$ cat src/hw/rtl/json_string_unescape_core_defines.svh
// Assertion macros for the unescape core; clocked on clk, disabled in reset.
`ifndef JSON_STRING_UNESCAPE_CORE_DEFINES_SVH
`define JSON_STRING_UNESCAPE_CORE_DEFINES_SVH
`ifndef SYNTH
`define JSU_ASSERT_IMPLY(lbl, pre, post) \
	lbl: assert property (@(posedge clk) disable iff (!arst_n) (pre) |-> (post)) \
		else $error("jsu: implication check failed");
`define JSU_ASSERT_NEXT(lbl, pre, post) \
	lbl: assert property (@(posedge clk) disable iff (!arst_n) (pre) |=> (post)) \
		else $error("jsu: next-cycle check failed");
`else
`define JSU_ASSERT_IMPLY(lbl, pre, post)
`define JSU_ASSERT_NEXT(lbl, pre, post)
`endif
`endif

$ cat src/hw/rtl/jsu_pkg.sv
package jsu_pkg;

	typedef enum logic [1:0] {
		MODE_IDLE = 2'd0,
		MODE_STR  = 2'd1,
		MODE_ESC  = 2'd2,
		MODE_HEX  = 2'd3
	} mode_t;

	localparam logic [2:0] ST_BYTE   = 3'd0;
	localparam logic [2:0] ST_DONE   = 3'd1;
	localparam logic [2:0] ST_NOOPEN = 3'd2;
	localparam logic [2:0] ST_BADESC = 3'd3;
	localparam logic [2:0] ST_BADHEX = 3'd4;
	localparam logic [2:0] ST_CTRL   = 3'd5;
	localparam logic [2:0] ST_TRUNC  = 3'd6;

	typedef struct packed {
		mode_t       mode;
		logic [1:0]  hex_count;
		logic [11:0] code_partial;
	} scan_state_t;

	// up to three result words from one input word; status is shared
	typedef struct packed {
		logic [1:0] count;
		logic [2:0] status;
		logic [7:0] b0;
		logic [7:0] b1;
		logic [7:0] b2;
	} result_t;

endpackage

$ cat src/hw/rtl/jsu_decode.sv
module jsu_decode import jsu_pkg::*; (
	input  scan_state_t cur,
	input  logic [7:0]  in_byte,
	input  logic        text_end,
	output scan_state_t nxt,
	output result_t     res
);

	localparam logic [7:0] Quote = 8'h22;
	localparam logic [7:0] Bslash = 8'h5C;

	logic        is_hex;
	logic [3:0]  digit;
	logic [15:0] cp;
	logic [15:0] cp_f;
	result_t     enc;

	always_comb begin
		is_hex = 1'b1;
		digit = 4'd0;
		if (in_byte >= 8'h30 && in_byte <= 8'h39) begin
			digit = in_byte[3:0];
		end else if ((in_byte >= 8'h61 && in_byte <= 8'h66) ||
			(in_byte >= 8'h41 && in_byte <= 8'h46)) begin
			digit = in_byte[3:0] + 4'd9;
		end else begin
			is_hex = 1'b0;
		end
	end

	// encode the finished code point as UTF-8, surrogates replaced
	always_comb begin
		cp = {cur.code_partial, digit};
		cp_f = (cp[15:11] == 5'b11011) ? 16'hFFFD : cp;
		enc = '0;
		enc.status = ST_BYTE;
		if (cp_f < 16'h0080) begin
			enc.count = 2'd1;
			enc.b0 = cp_f[7:0];
		end else if (cp_f < 16'h0800) begin
			enc.count = 2'd2;
			enc.b0 = 8'hC0 | {3'b000, cp_f[10:6]};
			enc.b1 = 8'h80 | {2'b00, cp_f[5:0]};
		end else begin
			enc.count = 2'd3;
			enc.b0 = 8'hE0 | {4'h0, cp_f[15:12]};
			enc.b1 = 8'h80 | {2'b00, cp_f[11:6]};
			enc.b2 = 8'h80 | {2'b00, cp_f[5:0]};
		end
	end

	always_comb begin
		nxt = cur;
		res = '0;
		res.status = ST_BYTE;
		case (cur.mode)
			MODE_IDLE: begin
				if (text_end || in_byte != Quote) begin
					res.count = 2'd1;
					res.status = ST_NOOPEN;
				end else begin
					nxt.mode = MODE_STR;
				end
			end
			MODE_STR: begin
				if (text_end) begin
					res.count = 2'd1;
					res.status = ST_TRUNC;
				end else if (in_byte == Quote) begin
					res.count = 2'd1;
					res.status = ST_DONE;
				end else if (in_byte == Bslash) begin
					nxt.mode = MODE_ESC;
				end else if (in_byte < 8'h20) begin
					res.count = 2'd1;
					res.status = ST_CTRL;
				end else begin
					res.count = 2'd1;
					res.b0 = in_byte;
				end
			end
			MODE_ESC: begin
				res.count = 2'd1;
				nxt.mode = MODE_STR;
				if (text_end) begin
					res.status = ST_TRUNC;
				end else begin
					case (in_byte)
						8'h22: res.b0 = 8'h22;
						8'h5C: res.b0 = 8'h5C;
						8'h2F: res.b0 = 8'h2F;
						8'h62: res.b0 = 8'h08;
						8'h66: res.b0 = 8'h0C;
						8'h6E: res.b0 = 8'h0A;
						8'h72: res.b0 = 8'h0D;
						8'h74: res.b0 = 8'h09;
						8'h75: begin
							res.count = 2'd0;
							nxt.mode = MODE_HEX;
							nxt.hex_count = 2'd0;
							nxt.code_partial = 12'd0;
						end
						default: res.status = ST_BADESC;
					endcase
				end
			end
			default: begin
				if (text_end) begin
					res.count = 2'd1;
					res.status = ST_TRUNC;
				end else if (!is_hex) begin
					res.count = 2'd1;
					res.status = ST_BADHEX;
				end else if (cur.hex_count != 2'd3) begin
					nxt.code_partial = {cur.code_partial[7:0], digit};
					nxt.hex_count = cur.hex_count + 2'd1;
				end else begin
					res = enc;
					nxt.mode = MODE_STR;
					nxt.hex_count = 2'd0;
					nxt.code_partial = 12'd0;
				end
			end
		endcase
		// errors and done drop back to idle with the counters cleared
		if (res.count != 2'd0 && res.status != ST_BYTE) begin
			nxt = '0;
			nxt.mode = MODE_IDLE;
		end
	end

endmodule

$ cat src/hw/rtl/jsu_out_buf.sv
module jsu_out_buf import jsu_pkg::*; (
	input  logic       clk,
	input  logic       arst_n,
	input  logic       load,
	input  result_t    res,
	output logic       free,
	output logic       out_valid,
	input  logic       out_stall,
	output logic [7:0] out_byte,
	output logic [2:0] status,
	output logic       last
);

	logic [1:0] cnt_q;
	logic [1:0] idx_q;
	logic [2:0] status_q;
	logic [7:0] b0_q;
	logic [7:0] b1_q;
	logic [7:0] b2_q;
	logic       pop;

	assign out_valid = (cnt_q != 2'd0);
	assign last = (idx_q == cnt_q - 2'd1);
	assign pop = out_valid && !out_stall;
	// room for a new group once the final word of this one leaves
	assign free = !out_valid || (pop && last);
	assign status = status_q;

	always_comb begin
		case (idx_q)
			2'd0: out_byte = b0_q;
			2'd1: out_byte = b1_q;
			default: out_byte = b2_q;
		endcase
	end

	always_ff @(posedge clk or negedge arst_n) begin
		if (!arst_n) begin
			cnt_q <= 2'd0;
			idx_q <= 2'd0;
		end else if (load) begin
			cnt_q <= res.count;
			idx_q <= 2'd0;
		end else if (pop) begin
			if (last) begin
				cnt_q <= 2'd0;
				idx_q <= 2'd0;
			end else begin
				idx_q <= idx_q + 2'd1;
			end
		end
	end

	always_ff @(posedge clk) begin
		if (load) begin
			status_q <= res.status;
			b0_q <= res.b0;
			b1_q <= res.b1;
			b2_q <= res.b2;
		end
	end

endmodule

$ cat src/hw/rtl/json_string_unescape_core.sv
// Result words are offered from the output register once their input word has
// passed the input register; a busy output register holds that word there.
// Throughput: one input word per cycle while the output is not stalled; a \u escape
// that encodes to two or three UTF-8 bytes holds the input while its bytes go out,
// since the output register hands out one word per cycle when not stalled.
// Reset: arst_n clears the scan state to idle and empties both registers.
`include "json_string_unescape_core_defines.svh"
module json_string_unescape_core import jsu_pkg::*; (
	input  logic       clk,
	input  logic       arst_n,
	input  logic       in_valid,
	output logic       in_stall,
	input  logic [7:0] in_byte,
	input  logic       text_end,
	output logic       out_valid,
	input  logic       out_stall,
	output logic [7:0] out_byte,
	output logic [2:0] status,
	output logic       last
);

	logic        valid_s1;
	logic [7:0]  byte_s1;
	logic        end_s1;
	scan_state_t state_q;
	scan_state_t state_nxt;
	result_t     res;
	logic        free;
	logic        move;

	assign move = valid_s1 && free;
	assign in_stall = valid_s1 && !free;

	always_ff @(posedge clk or negedge arst_n) begin
		if (!arst_n) begin
			valid_s1 <= 1'b0;
		end else if (!in_stall) begin
			valid_s1 <= in_valid;
		end
	end

	always_ff @(posedge clk) begin
		if (!in_stall) begin
			byte_s1 <= in_byte;
			end_s1 <= text_end;
		end
	end

	always_ff @(posedge clk or negedge arst_n) begin
		if (!arst_n) begin
			state_q <= '0;
		end else if (move) begin
			state_q <= state_nxt;
		end
	end

	jsu_decode u_decode (
		.cur      (state_q),
		.in_byte  (byte_s1),
		.text_end (end_s1),
		.nxt      (state_nxt),
		.res      (res)
	);

	jsu_out_buf u_out_buf (
		.clk       (clk),
		.arst_n    (arst_n),
		.load      (move),
		.res       (res),
		.free      (free),
		.out_valid (out_valid),
		.out_stall (out_stall),
		.out_byte  (out_byte),
		.status    (status),
		.last      (last)
	);

	`JSU_ASSERT_IMPLY(a_err_is_last, out_valid && status != ST_BYTE, last)
	`JSU_ASSERT_IMPLY(a_stall_needs_word, in_stall, valid_s1 && out_valid)
	`JSU_ASSERT_IMPLY(a_hex_count_mode, state_q.hex_count != 2'd0, state_q.mode == MODE_HEX)
	`JSU_ASSERT_NEXT(a_fault_to_idle, move && res.count != 2'd0 && res.status != ST_BYTE,
		state_q.mode == MODE_IDLE)

endmodule

$ cat config.mk
export PLATFORM = sky130hd
export DESIGN_NAME = json_string_unescape_core
export DESIGN_NICKNAME = d
export VERILOG_FILES = /design/src/hw/rtl/jsu_pkg.sv /design/src/hw/rtl/jsu_decode.sv /design/src/hw/rtl/jsu_out_buf.sv /design/src/hw/rtl/json_string_unescape_core.sv
export VERILOG_INCLUDE_DIRS = /design/src /design/src/hw/rtl
export SDC_FILE = /design/constraint.sdc
export NUM_CORES = 1
export LEC_CHECK = 0
export BUFFER_PORTS_ARGS = -buffer_cell sky130_fd_sc_hd__buf_2
export CORE_MARGIN = 1
export CORE_UTILIZATION = 35
export CTS_CLUSTER_SIZE = 14
export DETAILED_ROUTE_END_ITERATION = 12
export GPL_TIMING_DRIVEN = 0
export MAX_ROUTING_LAYER = met4
export PLACE_DENSITY = 0.6
export SLEW_MARGIN = 15
export SYNTH_ARGS = -nofsm -noshare
export SYNTH_HDL_FRONTEND = slang
export SYNTH_SLANG_ARGS = --single-unit
export TNS_END_PERCENT = 5
$ cat constraint.sdc
create_clock -name clk -period 6.55 [get_ports clk]
set_input_delay 0.655 -clock clk [delete_from_list [all_inputs] [get_ports clk]]
set_output_delay 0.655 -clock clk [all_outputs]
set_load 0.03 [all_outputs]
**After elaboration in Yosys (flattened, before gate mapping)**

Index checks and enable logic that the tools add are counted.

- Flip-flop bits (word level): 57
- Input port bits: 13
- Output and inout bits: 14
- Word-level logic and storage cells: 135

- Add/sub/neg operators: 4
- Magnitude comparators: 9
- Eq/ne operators: 25
- Mux-type cells: 53
- Bitwise logic cells: 1
- Reductions and logical operators: 30

Operators with widths:

| operator | number |
|---|---|
| $mux W16 | 8 |
| $eq A8 B7 Y1 const B | 7 |
| $pmux W7 S8 | 1 |
| $mux W24 | 2 |
| $mux W8 | 5 |
| $mux W29 | 1 |
| $mux W14 | 2 |
| $mux W2 | 14 |
| $pmux W14 S2 | 1 |
| $pmux W8 S3 | 1 |
| $mux W5 | 4 |
| $eq A8 B6 Y1 const B | 2 |
| $ge A8 B7 Y1 const B | 2 |
| $le A8 B7 Y1 const B | 2 |
| $lt A16 B12 Y1 const B | 1 |
| $lt A16 B8 Y1 const B | 1 |
| $pmux W8 S2 | 1 |
| $pmux W5 S3 | 1 |
| $mux W12 | 1 |
| $mux W4 | 3 |
| $reduce_or A9 Y1 | 1 |
| $ge A8 B6 Y1 const B | 1 |
| $le A8 B6 Y1 const B | 1 |
| $logic_and A1 B1 Y1 | 8 |
| other kinds (33) | 51 |

**Depth between registers and ports, before layout**

- Depth after elaboration: 18
- Gate-level depth with buffers: 10
- Gate-level depth less buffers: 9

**Modules after synthesis**

From an unflattened synthesis, not the netlist that was laid out.

- Cells, all modules: 374
- Area, all modules: 3597.2 um^2

By module, submodules not included:

| module | times used | cells each | area each (um^2) | seq. area each (um^2) |
|---|---|---|---|---|
| jsu_decode | 1 | 243 | 1427.6 | 0.0 |
| jsu_out_buf | 1 | 83 | 1207.4 | 910.9 |
| json_string_unescape_core | 1 | 48 | 962.2 | 695.7 |

**Worst setup path after synthesis**

Ideal clock, no wire load.

- Kind: reg-to-reg
- Start: register byte_s1[0]
- End: register state_q[11] (netlist name)
- Setup time: 0.121 ns
- Data arrival time: 2.327 ns
- Required time: 6.429 ns
- Slack: 4.102 ns
- Stages on the path, launching flop included: 11
- Buffers on the path: 2
- Clock period less this slack: 2.448 ns
- Cells stage by stage: edfxtp_1 > inv_1 > ha_1 > or3b_1 > and3_1 > buf_2 > o21a_1 > o21a_1 > a31o_1 > buf_6 > a22o_1

- Cells in the longest elaborated chain, start to end: 17
- Elaborated cells between the ends (all ways): 55
- Those cells by class: add/sub (1); order compare (9); eq/ne (13); mux (21); reduce/logical (11)

RTL lines:

| item | line | RTL |
|---|---|---|
| start: declaration | json_string_unescape_core.sv:23 | `logic [7:0] byte_s1;` |
| start signal: assignment | json_string_unescape_core.sv:44 | `byte_s1 <= in_byte;` |
| $ge A8 B7 Y1 (tied with other cells) | jsu_decode.sv:23 | `end else if ((in_byte >= 8'h61 && in_byte <= 8'h66) \|\|` |
| $logic_and A1 B1 Y1, on equally long branches | jsu_decode.sv:23, jsu_decode.sv:24 |  |
| $logic_or A1 B1 Y1 | jsu_decode.sv:23 |  |
| $mux W4 | jsu_decode.sv:23 |  |
| $mux W4 | jsu_decode.sv:21 | `if (in_byte >= 8'h30 && in_byte <= 8'h39) begin` |
| $mux W16 | jsu_decode.sv:34 | `cp_f = (cp[15:11] == 5'b11011) ? 16'hFFFD : cp;` |
| $lt A16 B12 Y1 | jsu_decode.sv:40 | `end else if (cp_f < 16'h0800) begin` |
| $mux W1 | jsu_decode.sv:40 |  |
| $mux W2 | jsu_decode.sv:37 | `if (cp_f < 16'h0080) begin` |
| $mux W29 | jsu_decode.sv:114 | `end else if (cur.hex_count != 2'd3) begin` |
| $mux W5 | jsu_decode.sv:111 | `end else if (!is_hex) begin` |
| $mux W5 | jsu_decode.sv:108 | `if (text_end) begin` |
| $pmux W5 S3 | jsu_decode.sv:56 | `case (cur.mode)` |
| $reduce_bool A2 Y1 | jsu_decode.sv:126 | `if (res.count != 2'd0 && res.status != ST_BYTE) begin` |
| $logic_and A1 B1 Y1 | jsu_decode.sv:126 |  |
| $ne A3 B2 Y1 (no line) (tied with other cells) | n/a |  |
| $reduce_and A5 Y1 (no line) | n/a |  |
| end signal: assignment | json_string_unescape_core.sv:53 | `state_q <= state_nxt;` |
| end: declaration | json_string_unescape_core.sv:25 | `scan_state_t state_q;` |

Several ways; a longest one is shown, not always the timed one.
A chain may end at the register's enable or synchronous reset.

**Worst setup path after layout**

- Start: register byte_s1[0]
- End: register u_out_buf.b1_q[5], data pin

- Cells in the longest elaborated chain, start to end: 9
- Elaborated cells between the ends (all ways): 22
- Those cells by class: add/sub (1); order compare (8); mux (7); bitwise (1); reduce/logical (5)

RTL lines:

| item | line | RTL |
|---|---|---|
| $ge A8 B7 Y1 (tied with other cells) | jsu_decode.sv:23 |  |
| $logic_and A1 B1 Y1, on equally long branches | jsu_decode.sv:23, jsu_decode.sv:24 |  |
| $logic_or A1 B1 Y1 | jsu_decode.sv:23 |  |
| $mux W4 | jsu_decode.sv:23 |  |
| $mux W4 | jsu_decode.sv:21 |  |
| $mux W16 | jsu_decode.sv:34 |  |
| $lt A16 B12 Y1 | jsu_decode.sv:40 |  |
| $mux W14 | jsu_decode.sv:40 |  |
| $mux W16 | n/a |  |
| end signal: assignment | jsu_out_buf.sv:58 | `b1_q <= res.b1;` |
| end: declaration | jsu_out_buf.sv:18 | `logic [7:0] b1_q;` |

Several ways; a longest one is shown, not always the timed one. The select of a mux whose other input is x is not followed.

==> results by group <==
GRT
  – Total grt overflow: 0
  – First-pass GRT wire length: ~13000 um
  – Largest net degree at the start of global routing: 28
  – Initial antenna violation count: 0
  – GRT Util Overall: 17.11%
  – Vias in the first global route: 2413

Drt
  – Vias post-DR: between 2000 and 3000
  – DR pass1 iterations: 5
  – Final WL: 7806 um
  – # DRC: 0
  – Post-DRT Antenna Nets: 0
  – Via-to-Cell Ratio: around 5.6
  – Wirelength per Cell: 17.12 um
  – 1st-iter DRT viols: around 160

Clock network
  – CTS tree: built
  – Post-CTS Hold Fix Bufs: 0
  – TritonCTS sink count: 55
  – Postcts setup bufs: 0
  – H-tree depth: 2
  – Reg clk slew, reported paths: around 0.11 ns
  – Num CTS Buffers: 5
  – Skew-Pair Late Insertion Delay: roughly 0.31 ns
  – Clk buf depth: 2
  – Post-CTS sizing: 0
  – Clock Root Buffer: clkbuf_8

Status
  – Outcome: finished clean

Synthesis
  – Synth cell count leaders: edfxtp_1 (34), nor2_1 (30), nand2_1 (28), dfrtp_1 (21), inv_1 (18)
  – Yosys top cell by area: edfxtp_1
  – Post-Syn Instances: approximately 310
  – Ys async rst share: 38.18%
  – Post-synth net total: 339
  – Post-Synthesis Cell Area: 0.003263 sq mm
  – Dominant cells by area after synthesis: edfxtp_1 (31%), dfrtp_1 (16%), ha_1 (4.6%)
  – YS warnings: 0
  – Seq/Total Area, Yosys: about 47%
  – Top-count cell post-synth: edfxtp_1
  – Avg Inst Size Synth: 10.39 sq um
  – Yosys reg bits: 55
  – Synth top area share: a little under a third
  – Synth Flop Type: edfxtp_1
  – EDFF count, synth: 34
  – Synth cell types: 73

Min path
  – Hold/Removal Path Class: in2async

Placement
  – Cell Area, Placed: about 0.0035 sq mm
  – IO buf count: 26
  – Post-DP HPWL: between 5000 and 6000 um
  – Number of placed cells counting well taps: roughly 450
  – Placer congestion estimate: 0.9821

Setup path
  – Worst EP arrival: 3.29 ns
  – WP buf/inv: 1
  – Slowest CP cell: a21oi_1
  – CP delay by family, top: compound AO/OA/AOI/OAI gates
  – Critical Path, Cell by Cell: inv_1 > ha_1 > o21bai_1 > a21oi_1 > o21a_1 > nor4b_2 > nand2_1 > nor2_1
  – Crit path max fanout: 8
  – CP Class: reg2reg
  – CP endpoint kind: flop
  – Startpoint types: flop
  – Req. time, crit path: 6.71 ns
  – CP peak stage delay: 0.64 ns

Timing
  – Measured slew at the worst slew-check pin: 1.051 ns
  – FMAX: 320.0 MHz
  – Setup TNS: 0 ns
  – Final Critical Period: about 3.1 ns
  – Final hold vios: 0
  – Period utilization: 47.71%
  – Skew final: 0.005658 ns
  – Normalized max-slew margin: 29.83%
  – Unrepaired setup endpoints after global routing: false
  – Final-report max-slew violation count: 0
  – Setup violators final: 0

Final layout
  – Final core occ: 40.78%
  – Layout area overhead: 11.12%
  – Layout cells sized above 1: 17.24%
  – Layout Cells excl Fill: 456
  – Antenna diodes: 0
  – Final instance area: 0.003626 sq mm
  – # nets final: 372

Power
  – Leak: 1.443 nW
  – P per Cell Area: 365.4 mW/mm^2
  – Maximum vdd drop: between 0.00015 and 0.0002 V
  – Power, Total: 1.325 mW

Die
  – Starting density of the core: 36.70%
  – # rows: 34
  – Die Height: slightly below 100 um
  – I/O Pins: 27
  – Die area: 0.009713 sq mm
  – Die Wd: 98.56 um
  – Core box area: just under 0.009 sq mm

Run
  – Max-cap check violation count: 0
## per-stage QoR
| stage | hold WS, ns | worst slack [ns] |
|---|---|---|
| after CTS | 0.3152 | 3.468 |
| after detailed placement | 0.4923 | 3.546 |
| after global placement | 0.4916 | 3.569 |
| final | 0.2955 | 3.425 |
| after floorplan | 0.3594 | 4.102 |
| after global routing | 0.3224 | 3.191 |
## layout make-up
cell class | instances | area [sq um]
multi-input combinational | 226 | 1579
tap | 108 | 135.1
timing repair buffer | 26 | 130.1
inverter | 18 | 67.56
clock buffer | 5 | 68.82
clock inverter | 3 | 22.52
sequential | 55 | 1546
buffer | 15 | 76.32
fill | 888 | 5265
## metal layers
layer	part of all wire, %	global-route usage [%]	routed length (um)	vias up
li1	-	-	-	1263
met1	48	23.67	3750	1199
met2	45	26.81	3531	98
met3	5.4	2.128	425	13
met4	1.3	4.133	99	0
met5	0	-	0	-
## cell usage in the layout (no fill, tap or decap), types with 2 or more instances in the layout
cell and n:
nor3_1 9, o31a_1 2, or2_2 2, nor4_2 2, nand4_1 3, o22ai_1 4, xnor2_1 3, a31oi_1 3
nand2_1 28, edfxtp_1 34, o311a_1 3, mux2_2 3, nor2_1 30, buf_4 2, clkbuf_8 5, buf_2 30
o21ai_0 15, clkbuf_1 6, o31ai_1 2, a22oi_1 10, o32ai_1 2, and4b_1 3, nand2b_1 3, and2_1 5
dfrtp_1 21, buf_1 2, or3_1 4, a22o_1 13, a21o_1 2, inv_1 18, o21a_1 5, a21boi_0 2
nor2b_1 3, nand3_1 8, a221oi_1 3, a21oi_1 6, ha_1 12
## state kept, by name (all words and copies together), names as in the netlist
register          flops
u_out_buf.b0_q        8
byte_s1               8
u_out_buf.b1_q        7
u_out_buf.idx_q       2
u_out_buf.cnt_q       2
state_q              16
valid_s1              1
u_out_buf.b2_q        7
end_s1                1
u_out_buf.status      3
## worst paths after layout
check,startpoint,depth (start not counted),slack [ns],to
max,byte_s1[0],8,3.42,u_out_buf.b1_q[5]
min,arst_n,1,0.30,state_q[7]
max reg2reg,byte_s1[0],8,3.42,u_out_buf.b1_q[5]
min reg2reg,u_out_buf.cnt_q[1],2,0.51,u_out_buf.cnt_q[1]
max in group asynchronous,arst_n,1,5.90,u_out_buf.idx_q[0]
min in group clk,text_end,1,0.51,end_s1
## cell families after synthesis
logic type,after synthesis,share of synthesized area (%)
adder cells (fa/ha/maj),12,4.601
multiplexers,5,1.687
flip-flops,55,47.39
XOR/XNOR,3,0.8054
AO/OA/AOI/OAI,92,22.20
AND/OR/NAND/NOR,114,18.90
buffers and inverters,33,4.409
## power breakdown
| part | switching (mW) | internal [mW] |
|---|---|---|
| clock | 0.121 | 0.0771 |
| combinational | 0.396 | 0.177 |
| sequential | 0.0566 | 0.497 |
| total | 0.574 | 0.751 |
Power figures use the tool's default switching activity.
